File: src/ncts_pkg.sv
// Shared constants, types and codes for the nearest centroid triangle search.
`default_nettype none
package ncts_pkg;

  localparam int unsigned MaxTri   = 1024;
  localparam int unsigned IdxW     = $clog2(MaxTri);
  localparam int unsigned CntW     = $clog2(MaxTri + 1);
  localparam int unsigned IdxOutW  = 10;
  localparam int unsigned CoordW   = 24;
  localparam int unsigned SumW     = CoordW + 2;
  localparam int unsigned SqW      = 2 * SumW;
  localparam int unsigned DistW    = 53;
  localparam int unsigned SurfW    = 8;
  localparam int unsigned NumAxes  = 3;
  localparam int unsigned CfgIdxW  = 1;
  localparam int unsigned InDataW  = 224;
  localparam int unsigned OutDataW = 80;

  localparam logic [DistW-1:0] LimitReset = 53'd589824000000000;
  localparam logic [SurfW-1:0] MatCntReset = 8'd179;

  localparam logic [CfgIdxW-1:0] RegLimit  = 1'd0;
  localparam logic [CfgIdxW-1:0] RegMatCnt = 1'd1;

  typedef enum logic [1:0] {
    CmdLoad  = 2'd0,
    CmdQuery = 2'd1,
    CmdClear = 2'd2
  } cmd_e;

  typedef enum logic [4:0] {
    StIdle   = 5'b00001,
    StScan   = 5'b00010,
    StDrain  = 5'b00100,
    StLookup = 5'b01000,
    StResult = 5'b10000
  } state_e;

  // one stored reference triangle
  typedef struct packed {
    logic [SurfW-1:0] surf;
    logic [SumW-1:0]  sz;
    logic [SumW-1:0]  sy;
    logic [SumW-1:0]  sx;
  } entry_t;

  // token passed from cell to cell; coord[0] is consumed by the next cell
  typedef struct packed {
    logic                         vld;
    logic                         last;
    logic [IdxW-1:0]              idx;
    logic [NumAxes-1:0][SumW-1:0] coord;
    logic [DistW-1:0]             dist_sq;
  } chain_t;

  typedef struct packed {
    logic [DistW-1:0]   dist_sq;
    logic               known;
    logic [SurfW-1:0]   surf;
    logic [IdxOutW-1:0] idx;
    logic               found;
  } result_t;

endpackage
`default_nettype wire

File: src/ncts_cell.sv
// Distance cell: adds the squared difference of one axis to the passing token.
`default_nettype none
module ncts_cell (
  input  wire logic                      clk_i,
  input  wire logic                      rst_ni,
  input  wire logic                      q_ld_i,
  input  wire logic [ncts_pkg::SumW-1:0] q_i,
  input  wire ncts_pkg::chain_t          chain_i,
  output ncts_pkg::chain_t               chain_o
);

  logic [ncts_pkg::SumW-1:0] q_q;
  logic signed [ncts_pkg::SumW:0] diff;
  logic [ncts_pkg::SumW:0]   diff_abs;

  ncts_pkg::chain_t          s1_q, s1_d, s2_q, s3_q, s3_d;
  logic [ncts_pkg::SumW-1:0] mag_q;
  logic [ncts_pkg::SqW-1:0]  sq_q;

  always_ff @(posedge clk_i) begin
    if (q_ld_i) begin
      q_q <= q_i;
    end
  end

  always_comb begin
    diff = $signed({q_q[ncts_pkg::SumW-1], q_q})
         - $signed({chain_i.coord[0][ncts_pkg::SumW-1], chain_i.coord[0]});
    diff_abs = diff[ncts_pkg::SumW] ? ncts_pkg::SumW'(0) - diff : diff;
    s1_d = chain_i;
    // hand the remaining axes down one slot
    for (int k = 0; k < ncts_pkg::NumAxes - 1; k++) begin
      s1_d.coord[k] = chain_i.coord[k+1];
    end
    s1_d.coord[ncts_pkg::NumAxes-1] = '0;
  end

  always_comb begin
    s3_d = s2_q;
    s3_d.dist_sq = s2_q.dist_sq + ncts_pkg::DistW'(sq_q);
  end

  always_ff @(posedge clk_i or negedge rst_ni) begin
    if (!rst_ni) begin
      s1_q <= '0;
      s2_q <= '0;
      s3_q <= '0;
    end else begin
      s1_q <= s1_d;
      s2_q <= s1_q;
      s3_q <= s3_d;
    end
  end

  always_ff @(posedge clk_i) begin
    mag_q <= diff_abs[ncts_pkg::SumW-1:0];
    sq_q  <= mag_q * mag_q;
  end

  assign chain_o = s3_q;

endmodule
`default_nettype wire
File: config.mk
export PLATFORM = sky130hd
export DESIGN_NAME = ncts_cell
export DESIGN_NICKNAME = d
export VERILOG_FILES = /design/src/ncts_pkg.sv /design/src/ncts_cell.sv
export SDC_FILE = /design/constraint.sdc
export NUM_CORES = 2
export LEC_CHECK = 0
export BUFFER_PORTS_ARGS = -buffer_cell sky130_fd_sc_hd__buf_2
export CORE_MARGIN = 5
export CORE_UTILIZATION = 40
export CTS_CLUSTER_DIAMETER = 200
export DETAILED_ROUTE_END_ITERATION = 7
export PLACE_DENSITY = 0.69
export SYNTH_ARGS = -nofsm -noshare
export SYNTH_HDL_FRONTEND = slang
export SYNTH_SLANG_ARGS = --single-unit
File: constraint.sdc
create_clock -name clk_i -period 7.25 [get_ports clk_i]
set_input_delay 1.0875 -clock clk_i [delete_from_list [all_inputs] [get_ports clk_i]]
set_output_delay 1.0875 -clock clk_i [all_outputs]
set_load 0.01 [all_outputs]
* Yosys cells after proc, flatten, opt, wreduce, memory -nomap -nowiden *
Index checks and enable logic that the tools add are counted.

cells by class
  shift-type cells = 0
  bitwise operators = 0
  add/subtract/negate cells = 3
  order comparisons = 0
  reductions and logical operators = 0
  divide/modulo/power cells = 0
  multiplexer cells = 1
  equality and inequality tests = 0
  multiply operators = 1

operator list
  cell                                                                 count
  53-bit by 52-bit adder with 53-bit output                            1
  26-bit by 26-bit multiplier with 52-bit output                       1
  26-bit by 26-bit subtractor with 27-bit output                       1
  26-bit two-way mux                                                   1
  1-bit by 26-bit subtractor with 26-bit output, first input constant  1

word-level totals
  output and inout port bits = 143
  logic and storage cells = 26
  bits in latches = 0
  bits in read-only memories = 0
  memory bits (writable) = 0
  memories kept = 0
  register bits = 455
  bits of input ports = 172

* Logic depth before layout (Yosys ltp) *
  depth after elaboration = 3
  depth in mapped cells = 30
  mapped depth without buffers = 28

* Worst setup path after synthesis *
Ideal clock, no wire load.

  path type = flip-flop to flip-flop
  from = reg mag_q[19] in the netlist's numbering
  to = reg sq_q[50] in the netlist's numbering
  stages on the path, launching flop included = 24
  setup time = 86 ps
  slack = 207 ps
  data arrival time = 6958 ps
  period minus slack after synthesis = 7043 ps
  required time = 7164 ps
  path through = dfxtp_1 -> clkbuf_1 -> clkbuf_1 -> nand2_1 -> fa_1 -> inv_1 -> fa_1 -> fa_1 -> inv_1 -> fa_1 -> inv_1 -> fa_1 -> fa_1 -> inv_1 -> fa_1 -> inv_1 -> ha_1 -> nand3_1 -> o41ai_1 -> a41o_1 -> a41o_1 -> a311oi_1 -> o311a_1 -> a211oi_1

between the ends
  cells in the longest elaborated chain, start to end = 1

ends and longest elaborated chain
  element                                         RTL line         text
  from (decl)                                     ncts_cell.sv:17  logic [ncts_pkg::SumW-1:0] mag_q;
  from (signal assigned)                          ncts_cell.sv:56  mag_q <= diff_abs[ncts_pkg::SumW-1:0];
  26-bit by 26-bit multiplier with 52-bit output  ncts_cell.sv:57  sq_q <= mag_q * mag_q;
  to (signal assigned)                            ncts_cell.sv:57
  to (decl)                                       ncts_cell.sv:18  logic [ncts_pkg::SqW-1:0] sq_q;

No other way between the ends.
A chain may end at the register's enable or synchronous reset.

* Worst setup path in the final report *
  from = reg mag_q[9] in the netlist's numbering
  to = reg sq_q[51] in the netlist's numbering

Same word-level chain as after synthesis.

==> impl_metrics.py <==
metrics = {
    "global_routing": {
        "grt_first_pass_wirelength_mm": 134,
        "grt_pass1_vias": 25500,
        "antenna_found_initial": 4,
        "global_routing_usage_summed_across_all_routing_layers_pct": 17.5,
        "gr-total-overflow": 0,
        "grt_start_max_net_pins": 149,
    },
    "floorplan": {
        "placement_rows": 109,
        "horiz_die_dim_um": 307,
        "top_level_ports": 315,
        "fp.dieArea_um2": 94400,
        "chipHeight_um": 307,
        "start_util_pct": 40.1,
        "coreArea_um2": 88100,
    },
    "critical_path": {
        "most_frequent_cell_on_the_critical_path": "fa_1",
        "cp-end-kind": "flip-flop",
        "critical_path.slowest_cell": "fa_1",
        "worst-path-buf-inv": 8,
        "worst_ep_required_time_ns": 7.71,
        "crit_family": "adder cells",
        "ff2ff_path_depth": 27,
        "crit_fanout": 14,
        "critPathArrivalTime_ns": 7.49,
        "critical_path.startpoint_type": "flip-flop",
        "cpPeakStageDelay_ns": 0.58,
        "levels_on_crit_path": 27,
        "worst_setup_path_type": "flip-flop to flip-flop",
    },
    "detailed_routing": {
        "antenna_violating_nets_post_route": 0,
        "wl_mm": 82.1,
        "wirelength_met1_mm": 36.5,
        "dr.pass1.iters": 5,
        "count_of_unresolved_drc_violations_after_routing": 0,
        "highest_layer": "met5",
        "vias": 23200,
        "drt-wirelength-per-cell_um": 16.5,
        "met2RoutedLength_mm": 38.1,
        "met3RoutedLength_mm": 5.26,
        "vias_cell": 4.67,
        "drt_first_iter_violations": 1460,
    },
    "final_layout": {
        "postLayoutCoreUtil_pct": 47.4,
        "syn_to_layout_area_delta_pct": 18.3,
        "final_net_count": 4732,
        "drive_gt1_share_pct": 17.3,
    },
    "sta": {
        "timing.max_slew.rel_slack_pct": 33.1,
        "max_clock_freq_mhz": 142,
        "tightestPinTransition_ns": 1.00,
        "fin_crit_sh_pct": 97.0,
        "grt_setup_unrepaired": "yes",
        "worst_clock_skew_ns": 0.0778,
        "setup_viol": 0,
        "post_route_setup_tns_ns": 0,
        "final-max-slew-violation-count": 0,
        "final_period_minus_worst_setup_slack_ns": 7.03,
        "hold_violations": 0,
    },
    "yosys": {
        "ys_warn_count": 0,
        "ys_seq_area_share_pct": 31.4,
        "count_of_different_cell_masters_after_synthesis": 71,
        "synth_largest_type_area_fraction_pct": 29.1,
        "synth-edff-count": 26,
        "post-synth-top-count-cell": "inv_1",
        "ys_async_sr_fraction_pct": 77.3,
        "yosys-top-cells-area": "fa_1 29%, dfrtp_1 25%, ha_1 9.8%",
        "post_synth_instance_area_um2": 35300,
        "yosys.area.top_type": "fa_1",
        "syn-mean-instance-area_um2": 10.7,
        "synthesis.instances": 3316,
        "synth_seq_cells": 454,
        "synth_flop_cell": "dfrtp_1",
        "commonest_cells_post_synth": "773 x inv_1, 514 x fa_1, 351 x dfrtp_1",
    },
    "worst_hold_path": {
        "min-delay-path-class": "flip-flop to flip-flop",
        "hold-path-cell-count": 0,
    },
    "clocking": {
        "cts_tree": "built",
        "hold_buffers": 0,
        "h-tree-depth": 2,
        "root_buf_cell": "clkbuf_16",
        "clk_path_buf_depth": 3,
        "numCtsBuffers": 51,
        "cts.sink_count": 454,
        "worstSkewPairLatency_ns": 0.65,
        "cts.reportedPaths.clkPinSlew_ns": 0.06,
    },
    "place": {
        "place_hpwl_mm": 66.8,
        "finalWeightedCongestion": 0.911,
        "buffer_ports.inserted": 288,
    },
    "outcome": {
        "outcome": "finished, final reports clean",
    },
    "run": {
        "max_cap_viol_count": 0,
    },
}
-- cell usage in the layout, fill, tap and decap left out, types with 11 or more instances in the layout --
cell,instances
a211oi_1,19
xnor2_1,92
edfxtp_1,26
o21a_1,20
nand4_1,20
a21oi_1,119
o21ai_0,60
and3_1,15
conb_1,26
nand3_1,11
nand2_1,245
xor2_1,51
buf_2,287
ha_1,272
and2_1,138
nor3_1,23
o21bai_1,16
a21o_1,73
dfxtp_1,59
fa_1,504
dfrtp_1,351
nand2b_1,14
nor2_1,96
inv_1,771
buf_4,171
nor2b_1,15
buf_12,19
clkbuf_16,54
-- sequential cells by signal (all words and copies together), names as in the netlist --
register	count
chain_o	117
s1_q	117
s2_q	117
sq_q	51
mag_q	26
q_q	26
-- layer usage --
layer,vias up,track usage (%)
li1,11100,-
met4,2,5.01
met2,610,28.4
met5,-,0
met3,126,4.18
met1,11400,23.8
-- final cells by class --
cell class                      instances  area (um2)
Clock inverter                         34         500
Fill cell                            8015       46300
Antenna cell                            4        10.0
Tap cell                             1165        1460
Inverter                              773        2910
Multi-Input combinational cell       2006       21200
Timing Repair Buffer                  484        3220
Clock buffer                           61        1370
Sequential cell                       454       11200
-- cell families (layout without fill, tap and decap cells) --
logic type,Yosys count,in the layout,synth area share [%]
flops,454,454,31.4
fa+ha+maj,790,790,38.9
compound gates,406,406,7.53
xor+xnor,144,144,3.57
buf+inv,881,1352,9.66
mux,4,4,0.117
simple gates,636,636,8.80
other cells,1,30,0.0106
-- per-stage QoR --
stage	setup slack, ns	hold slack, ns	cells	area [um2]
detailed placement	-0.106	0.335	4870	39400
global placement	-0.0270	0.331	4870	39400
finish	0.216	0.280	4981	41800
CTS	0.00919	0.262	4965	41300
floorplan	0.207	0.331	3341	35400
global route	-0.0890	0.282	4981	41800
-- repair_timing --
action,4_1_cts,5_1_grt
gates cloned,0,3
endpoints found under the setup margin,8,14
setup buffers,0,9
gates resized for setup,9,79
pin swaps,0,27
-- path summary, 6_finish.rpt --
| check | slack, ns | start | end |
|---|---|---|---|
| worst max-delay path | 0.22 | mag_q[9] | sq_q[51] |
| worst min register to register | 0.28 | s1_q[33] | s2_q[33] |
| min in group asynchronous | 0.53 | rst_ni | s2_q[1] |
| worst max register to register | 0.22 | mag_q[9] | sq_q[51] |
| max in group asynchronous | 5.17 | rst_ni | chain_o[84] |
| worst min-delay path | 0.28 | s1_q[33] | s2_q[33] |
Power is not shown: default switching activity piles up to over one toggle a cycle in this logic, so the estimate is an artifact.
